**src/byte_ring_buffer_with_search_macros.svh**
```systemverilog
// ---------------------------------------------------------------------------
// Assertion macros for the byte ring buffer
// Clocked on clk and disabled while rst_n is low.
// ---------------------------------------------------------------------------
`ifndef BYTE_RING_BUFFER_WITH_SEARCH_MACROS_SVH
`define BYTE_RING_BUFFER_WITH_SEARCH_MACROS_SVH

// Same-cycle implication
`define BRBS_ASSERT_NOW(lbl, ante, cons, msg) \
    lbl: assert property (@(posedge clk) disable iff (!rst_n) (ante) |-> (cons)) \
        else $error(msg);

// Next-cycle implication
`define BRBS_ASSERT_NEXT(lbl, ante, cons, msg) \
    lbl: assert property (@(posedge clk) disable iff (!rst_n) (ante) |=> (cons)) \
        else $error(msg);

`endif

```
**src/brbs_pkg.sv**
```systemverilog
`timescale 1ns / 1ps
// ---------------------------------------------------------------------------
// brbs_pkg
// Word types, codes and controller/datapath handshake types.
// ---------------------------------------------------------------------------
package brbs_pkg;

    typedef struct packed {
        logic [2:0]  kind;
        logic [11:0] count;
        logic [7:0]  data_in;
    } brbs_in_t;

    typedef struct packed {
        logic [1:0]  status;
        logic [7:0]  data_out;
        logic        last;
        logic        found;
        logic [11:0] match_offset;
        logic [11:0] bytes_stored;
        logic [11:0] bytes_free;
        logic        is_empty;
        logic        is_full;
    } brbs_out_t;

    localparam logic [2:0] KIND_CLEAR       = 3'd0;
    localparam logic [2:0] KIND_STORE_BEGIN = 3'd1;
    localparam logic [2:0] KIND_STORE_BYTE  = 3'd2;
    localparam logic [2:0] KIND_RETRIEVE    = 3'd3;
    localparam logic [2:0] KIND_VIEW        = 3'd4;
    localparam logic [2:0] KIND_DELETE      = 3'd5;
    localparam logic [2:0] KIND_SEARCH      = 3'd6;
    localparam logic [2:0] KIND_STATUS      = 3'd7;

    localparam logic [1:0] STAT_OK       = 2'd0;
    localparam logic [1:0] STAT_RANGE    = 2'd1;
    localparam logic [1:0] STAT_NO_STORE = 2'd2;

    localparam logic [1:0] CFG_RING_SLOTS     = 2'd0;
    localparam logic [1:0] CFG_PATTERN_BYTES  = 2'd1;
    localparam logic [1:0] CFG_PATTERN_LENGTH = 2'd2;

    localparam int CFG_DATA_W   = 64;
    localparam int RING_SLOTS_W = 13;
    localparam int PAT_LEN_W    = 4;

    typedef enum logic [2:0] {
        FSM_IDLE,
        FSM_EXEC,
        FSM_RUN_RD,
        FSM_RUN_OUT,
        FSM_SRCH_CHK,
        FSM_SRCH_SH,
        FSM_RESP
    } brbs_fsm_t;

    typedef struct packed {
        logic load_item;
        logic exec_item;
        logic run_start;
        logic run_next;
        logic mem_rd;
        logic srch_start;
        logic srch_shift;
        logic srch_hit;
        logic srch_miss;
    } brbs_cmd_t;

    typedef struct packed {
        logic [2:0] kind;
        logic       run_go;
        logic       srch_go;
        logic       srch_hit;
        logic       srch_end;
        logic       run_last;
    } brbs_stat_t;

endpackage

```
**src/brbs_ctrl.sv**
```systemverilog
`timescale 1ns / 1ps
// ---------------------------------------------------------------------------
// brbs_ctrl
// Sequencer: steps one command at a time through the datapath.
// ---------------------------------------------------------------------------
module brbs_ctrl
    import brbs_pkg::*;
(
    input  logic       clk,
    input  logic       rst_n,
    input  logic       in_valid,
    output logic       in_ready,
    output logic       out_valid,
    input  logic       out_ready,
    input  brbs_stat_t stat,
    output brbs_cmd_t  cmd
);

    brbs_fsm_t state_reg;
    brbs_fsm_t state_next;
    logic      is_run;

    assign is_run = (stat.kind inside {KIND_RETRIEVE, KIND_VIEW}) && stat.run_go;

    always_ff @(posedge clk or negedge rst_n)
    begin
        if (!rst_n)
        begin
            state_reg <= FSM_IDLE;
        end
        else
        begin
            state_reg <= state_next;
        end
    end

    always_comb
    begin
        state_next = state_reg;
        unique case (state_reg)
            FSM_IDLE:
            begin
                if (in_valid)
                begin
                    state_next = FSM_EXEC;
                end
            end
            FSM_EXEC:
            begin
                if (is_run)
                begin
                    state_next = FSM_RUN_RD;
                end
                else if (stat.kind == KIND_SEARCH && stat.srch_go)
                begin
                    state_next = FSM_SRCH_CHK;
                end
                else
                begin
                    state_next = FSM_RESP;
                end
            end
            FSM_RUN_RD:
            begin
                state_next = FSM_RUN_OUT;
            end
            FSM_RUN_OUT:
            begin
                if (out_ready)
                begin
                    state_next = stat.run_last ? FSM_IDLE : FSM_RUN_RD;
                end
            end
            FSM_SRCH_CHK:
            begin
                if (stat.srch_hit || stat.srch_end)
                begin
                    state_next = FSM_RESP;
                end
                else
                begin
                    state_next = FSM_SRCH_SH;
                end
            end
            FSM_SRCH_SH:
            begin
                state_next = FSM_SRCH_CHK;
            end
            FSM_RESP:
            begin
                if (out_ready)
                begin
                    state_next = FSM_IDLE;
                end
            end
            default:
            begin
                state_next = FSM_IDLE;
            end
        endcase
    end

    always_comb
    begin
        cmd       = '0;
        in_ready  = 1'b0;
        out_valid = 1'b0;
        unique case (state_reg)
            FSM_IDLE:
            begin
                in_ready      = 1'b1;
                cmd.load_item = in_valid;
            end
            FSM_EXEC:
            begin
                if (is_run)
                begin
                    cmd.run_start = 1'b1;
                end
                else if (stat.kind == KIND_SEARCH && stat.srch_go)
                begin
                    cmd.srch_start = 1'b1;
                end
                else
                begin
                    cmd.exec_item = 1'b1;
                end
            end
            FSM_RUN_RD:
            begin
                cmd.mem_rd = 1'b1;
            end
            FSM_RUN_OUT:
            begin
                out_valid    = 1'b1;
                cmd.run_next = out_ready;
            end
            FSM_SRCH_CHK:
            begin
                if (stat.srch_hit)
                begin
                    cmd.srch_hit = 1'b1;
                end
                else if (stat.srch_end)
                begin
                    cmd.srch_miss = 1'b1;
                end
                else
                begin
                    cmd.mem_rd = 1'b1;
                end
            end
            FSM_SRCH_SH:
            begin
                cmd.srch_shift = 1'b1;
            end
            FSM_RESP:
            begin
                out_valid = 1'b1;
            end
            default:
            begin
                cmd = '0;
            end
        endcase
    end

endmodule

```
**config.mk**
```make
export PLATFORM = sky130hd
export DESIGN_NAME = brbs_ctrl
export DESIGN_NICKNAME = d
export VERILOG_FILES = /design/src/byte_ring_buffer_with_search_macros.svh /design/src/brbs_pkg.sv /design/src/brbs_ctrl.sv
export SDC_FILE = /design/constraint.sdc
export NUM_CORES = 1
export LEC_CHECK = 0
export BUFFER_PORTS_ARGS = -buffer_cell sky130_fd_sc_hd__buf_2
export CORE_AREA = 2 2 39 41
export DETAILED_ROUTE_END_ITERATION = 7
export DIE_AREA = 0 0 41 43
export PLACE_DENSITY = 0.68
export SLEW_MARGIN = 15
export SYNTH_ARGS = -nofsm -noshare
export SYNTH_HDL_FRONTEND = slang
export SYNTH_SLANG_ARGS = --single-unit
export TNS_END_PERCENT = 1
```
**constraint.sdc**
```tcl
create_clock -name clk -period 1.15 [get_ports clk]
set_clock_uncertainty 0.05 [all_clocks]
set_input_delay 0.23 -clock clk [delete_from_list [all_inputs] [get_ports clk]]
set_output_delay 0.23 -clock clk [all_outputs]
set_load 0.005 [all_outputs]
```
=== Word-level counts from Yosys, hierarchy flattened ===
Cells that the tools add are included.

* Register bits after elaboration: 3
* Latch bits: 0
* RAM bits: 0
* Bits in read-only memories: 0
* Output and inout port bits: 11
* Logic and storage cells: 47
* Memories: 0

* $add $sub $neg: 0
* $mul: 0
* Div/mod/pow operators: 0
* $lt $le $gt $ge: 0
* Equal/unequal tests: 12
* Shift-type cells: 0
* Mux-type cells: 27
* Bitwise operators: 0
* Reductions and logical operators: 7

{| class="wikitable"
|+ Operators with widths
! operator !! count
|-
| 3-bit one-hot mux with 7 select lines || 1
|-
| 1-bit 2-to-1 mux || 16
|-
| 3-bit == test, second input constant || 5
|-
| 3-bit 2-to-1 mux || 4
|-
| 2-bit 2-to-1 mux || 5
|-
| 3-bit by 2-bit == test with 1-bit output, second input constant || 3
|-
| 2-bit != test, second input constant || 3
|-
| 3-bit by 1-bit == test with 1-bit output, second input constant || 1
|-
| 3-bit zero test || 1
|-
| 3-bit AND reduction || 1
|-
| 1-bit logical AND || 2
|-
| 1-bit one-hot mux with 2 select lines || 1
|-
| 2-bit nonzero test || 1
|-
| 2-bit OR reduction || 1
|-
| 1-bit logical OR || 1
|}

=== Depth between registers and ports, before layout ===
* Word-level depth: 5
* Depth in mapped cells: 4

=== Worst setup path before layout ===
OpenSTA, ideal clock, no wires.

* Path kind: reg2out
* Start: register state_reg[0]
* End: output cmd[1] (netlist bit)
* Arrival: 0.908 ns
* Data required time: 0.870 ns
* Slack: -0.038 ns
* Stages on the path, launching flop included: 4
* Path buffers: 1
* Cell sequence: dfrtp_1 -> buf_4 -> nor3b_1 -> and2_1

{| class="wikitable"
|+ RTL lines
! what !! RTL line !! RTL
|-
| start: declaration || brbs_ctrl.sv:19 || <nowiki>brbs_fsm_t state_reg;</nowiki>
|-
| start signal: assignment || brbs_ctrl.sv:33 || <nowiki>state_reg <= state_next;</nowiki>
|-
| end: declaration || brbs_ctrl.sv:16 || <nowiki>output brbs_cmd_t cmd</nowiki>
|}

==> results.yml <==
detailed_routing:
  detail_route.iter0.violations: 4
  detail_route.wl_per_cell_um: 9.61
  drt_wl_total_um: 894
  via_count: 427
  ant_nets: 0
  drt_pass1_iterations: 4
  viasPerCell: 4.59
  detail_route.drc_violations: 0
placement:
  gp_congestion: 0.779
  dp.cells: 87
  dpl_wire_length_um: 718
  numPortBuffers: 22
  dpl_cell_area_sq_um: 528
timing:
  setup-violations-final: 12
  report.final.slew_viol_count: 0
  setup_ws_ns: -0.366
  tightest_slew_ns: 0.212
  timing.final.hold_violations: 0
  grt_setup_unrepaired: "true"
  tns_ns: -3.32
  period_share_pct: 132
  fmax_mhz: 660
  period_minus_slack_ns: 1.52
  fin_hold_ws_ns: 0.272
  slew_headroom_pct: 85.9
logic_synthesis:
  netlist_top_cells_area: "dfrtp_1 22%, nor3b_2 11%, and2_1 7.2%"
  synth_ff_type: "dfrtp_1"
  synthDistinctLibCells: 24
  synth.yosys.warnings: 0
  postSynthCellCount: 43
  synth_fp_nets: 55
  post-synth-top-area-cell: "dfrtp_1"
  synth-edff-count: 0
  postSynthRegisterBits: 3
  post_synth.cell_area_avg_sq_um: 8.03
  synth_top_area_share_pct: 21.7
  synth.yosys.seq_area_share_pct: 21.7
  async_flop_share_pct: 100
  mappedNetlistArea_sq_um: 345
critical_path:
  crit_arrival_ns: 1.24
  worst_path_dominant_cell_family: "flip-flops"
  critical_path.reg2reg.startpoint: "state_reg[1]"
  worstSetupStartpointType: "register"
  cp.depth: 4
  cp_cell_sequence: "nor2b_4 > nand2b_1 > nor3b_2 > buf_2"
  crit_path_end_kind: "primary output"
  cp.buffers_inverters: 1
  crit_path_top_delay_cell: "dfrtp_2"
  crit_path_max_cell_delay_ns: 0.47
  worst_setup_path_endpoint: "cmd[0]"
  setup.worst_path.start: "state_reg[1]"
  worst_r2r_path_depth: 4
  worstSetupPathType: "reg -> out"
  worst_ep_required_time_ns: 0.87
  critPathMaxFanout: 7
  r2r_slack_ns: -0.07
  r2r_end: "state_reg[1]"
flow_run:
  maxCapViolCount: 0
die:
  initial_cell_density_of_the_core_pct: 25.0
  core_sq_um: 1380
  die-height_um: 43
  fp.dieW_um: 41
  num_io_pins: 23
  std_cell_rows: 14
  die-area_sq_um: 1760
global_routing:
  grt_antenna_before_repair: 0
  grt_usage_pct: 11.8
  grt_overflow_total: 0
  via_count_of_the_first_global_routing_pass: 376
  pin_count_of_the_biggest_net_entering_global_routing: 10
  grt_busiest_layer: "met2"
  grt_use_met2_pct: 17.8
  grt_util_met1_pct: 14.2
  grt_use_met3_pct: 3.66
  grt_first_pass_wirelength_um: 1420
cts:
  cts_buffers: 3
  h-tree-depth: 1
  clk_path_buf_depth: 2
  cts-root-buf: "clkbuf_4"
  tritoncts_num_sinks: 3
  clock_pin_slew_on_the_worst_setup_and_hold_paths_ns: 0.04
  tritoncts_clock_tree: "yes"
  worstSkewPairLatency_ns: 0.23
power:
  power.density_cell_area_nw_per_um2: 2250
  irDropWorstVdd_uv: 928
  cellLeakagePower_uw: 0.000294
  power_total_uw: 1340
layout:
  syn_to_final_growth_pct: 72.5
  antenna-diode-count: 0
  post-route-cell-area_sq_um: 596
  final_layout_size_suffix_gt1_share_pct: 61.0
  non_filler_instances: 93
  final_net_count: 90
  largest_register_ffs: 3
status:
  run_status: "finished, violations left"
  violations: "negative setup slack"
worst_hold_path:
  holdCritPathClass: "in -> async"
-- report_power, final --
group	internal, uW	total [uW]	switching, uW
sequential	172	320	147
clock	130	181	51.5
combinational	511	836	325
total	813	1340	524
-- through the flow --
| stage | util, % | worst slack, ns |
|---|---|---|
| 3_3_place_gp | 38.2 | -0.166 |
| 3_5_place_dp | 38.2 | -0.217 |
| 4_1_cts | 42.1 | -0.382 |
| 5_1_grt | 43.0 | -0.442 |
| 2_1_floorplan | - | -0.0295 |
| 6_report | 43.0 | -0.366 |
-- layout make-up --
class,count,area (sq um)
multi-input cells,36,268
repair buffers,33,199
flip-flops and latches,3,78.8
clock buffers,4,26.3
inverters,1,3.75
well taps,16,20.0
fillers,143,788
-- layout by cell type, fill, tap and decap left out, drive strengths merged, types with 2 or more instances in the layout --
master  netlist  final
a21oi         2      2
and2          4      4
buf           3     32
clkbuf        0      4
dfrtp         3      3
nand2         4      4
nand2b        2      2
nor2          4      4
nor2b         3      3
nor3          2      2
nor3b         4      4
o21ai         3      3
-- synthesized netlist by cell type, types with 2 or more instances --
cell	n
buf_4	2
nor3_2	2
and2_1	4
nor3b_2	3
o21ai_0	2
a21oi_1	2
nor2_1	4
nor2b_1	2
nand2b_1	2
dfrtp_1	3
nand2_1	4
-- worst min-delay path by stage --
| stage | from | end | slack [ns] | cells after the start |
|---|---|---|---|---|
| after floorplan | rst_n | state_reg[0] | -0.12 | 0 |
| after global placement | rst_n | state_reg[2] | -0.02 | 1 |
| after detailed placement | rst_n | state_reg[1] | -0.02 | 1 |
| after CTS | rst_n | state_reg[0] | 0.27 | 2 |
| after global routing | rst_n | state_reg[0] | 0.28 | 2 |
| final | rst_n | state_reg[0] | 0.27 | 2 |
-- routing by layer --
metal  share of wire (%)  wire length [um]
met1                  38               339
met2                  54               482
met3                 7.9                71
met4                   0                 0
met5                   0                 0
-- cell families after synthesis --
family	Yosys count	share of synthesized area [%]
flip-flops	3	21.7
AND/OR/NAND/NOR	25	49.6
AO/OA/AOI/OAI	10	19.2
XOR/XNOR	1	2.54
buffers and inverters	4	6.88
-- repair_timing --
action                                  4_1_cts  5_1_grt
hold buffers                                  1        0
pin swaps                                     1        2
buffers inserted                              1        0
gates resized for setup                       5        4
hold endpoints to repair                      3        0
endpoints found under the setup margin       13       12
Note: power is estimated with default switching activity, not from simulation.
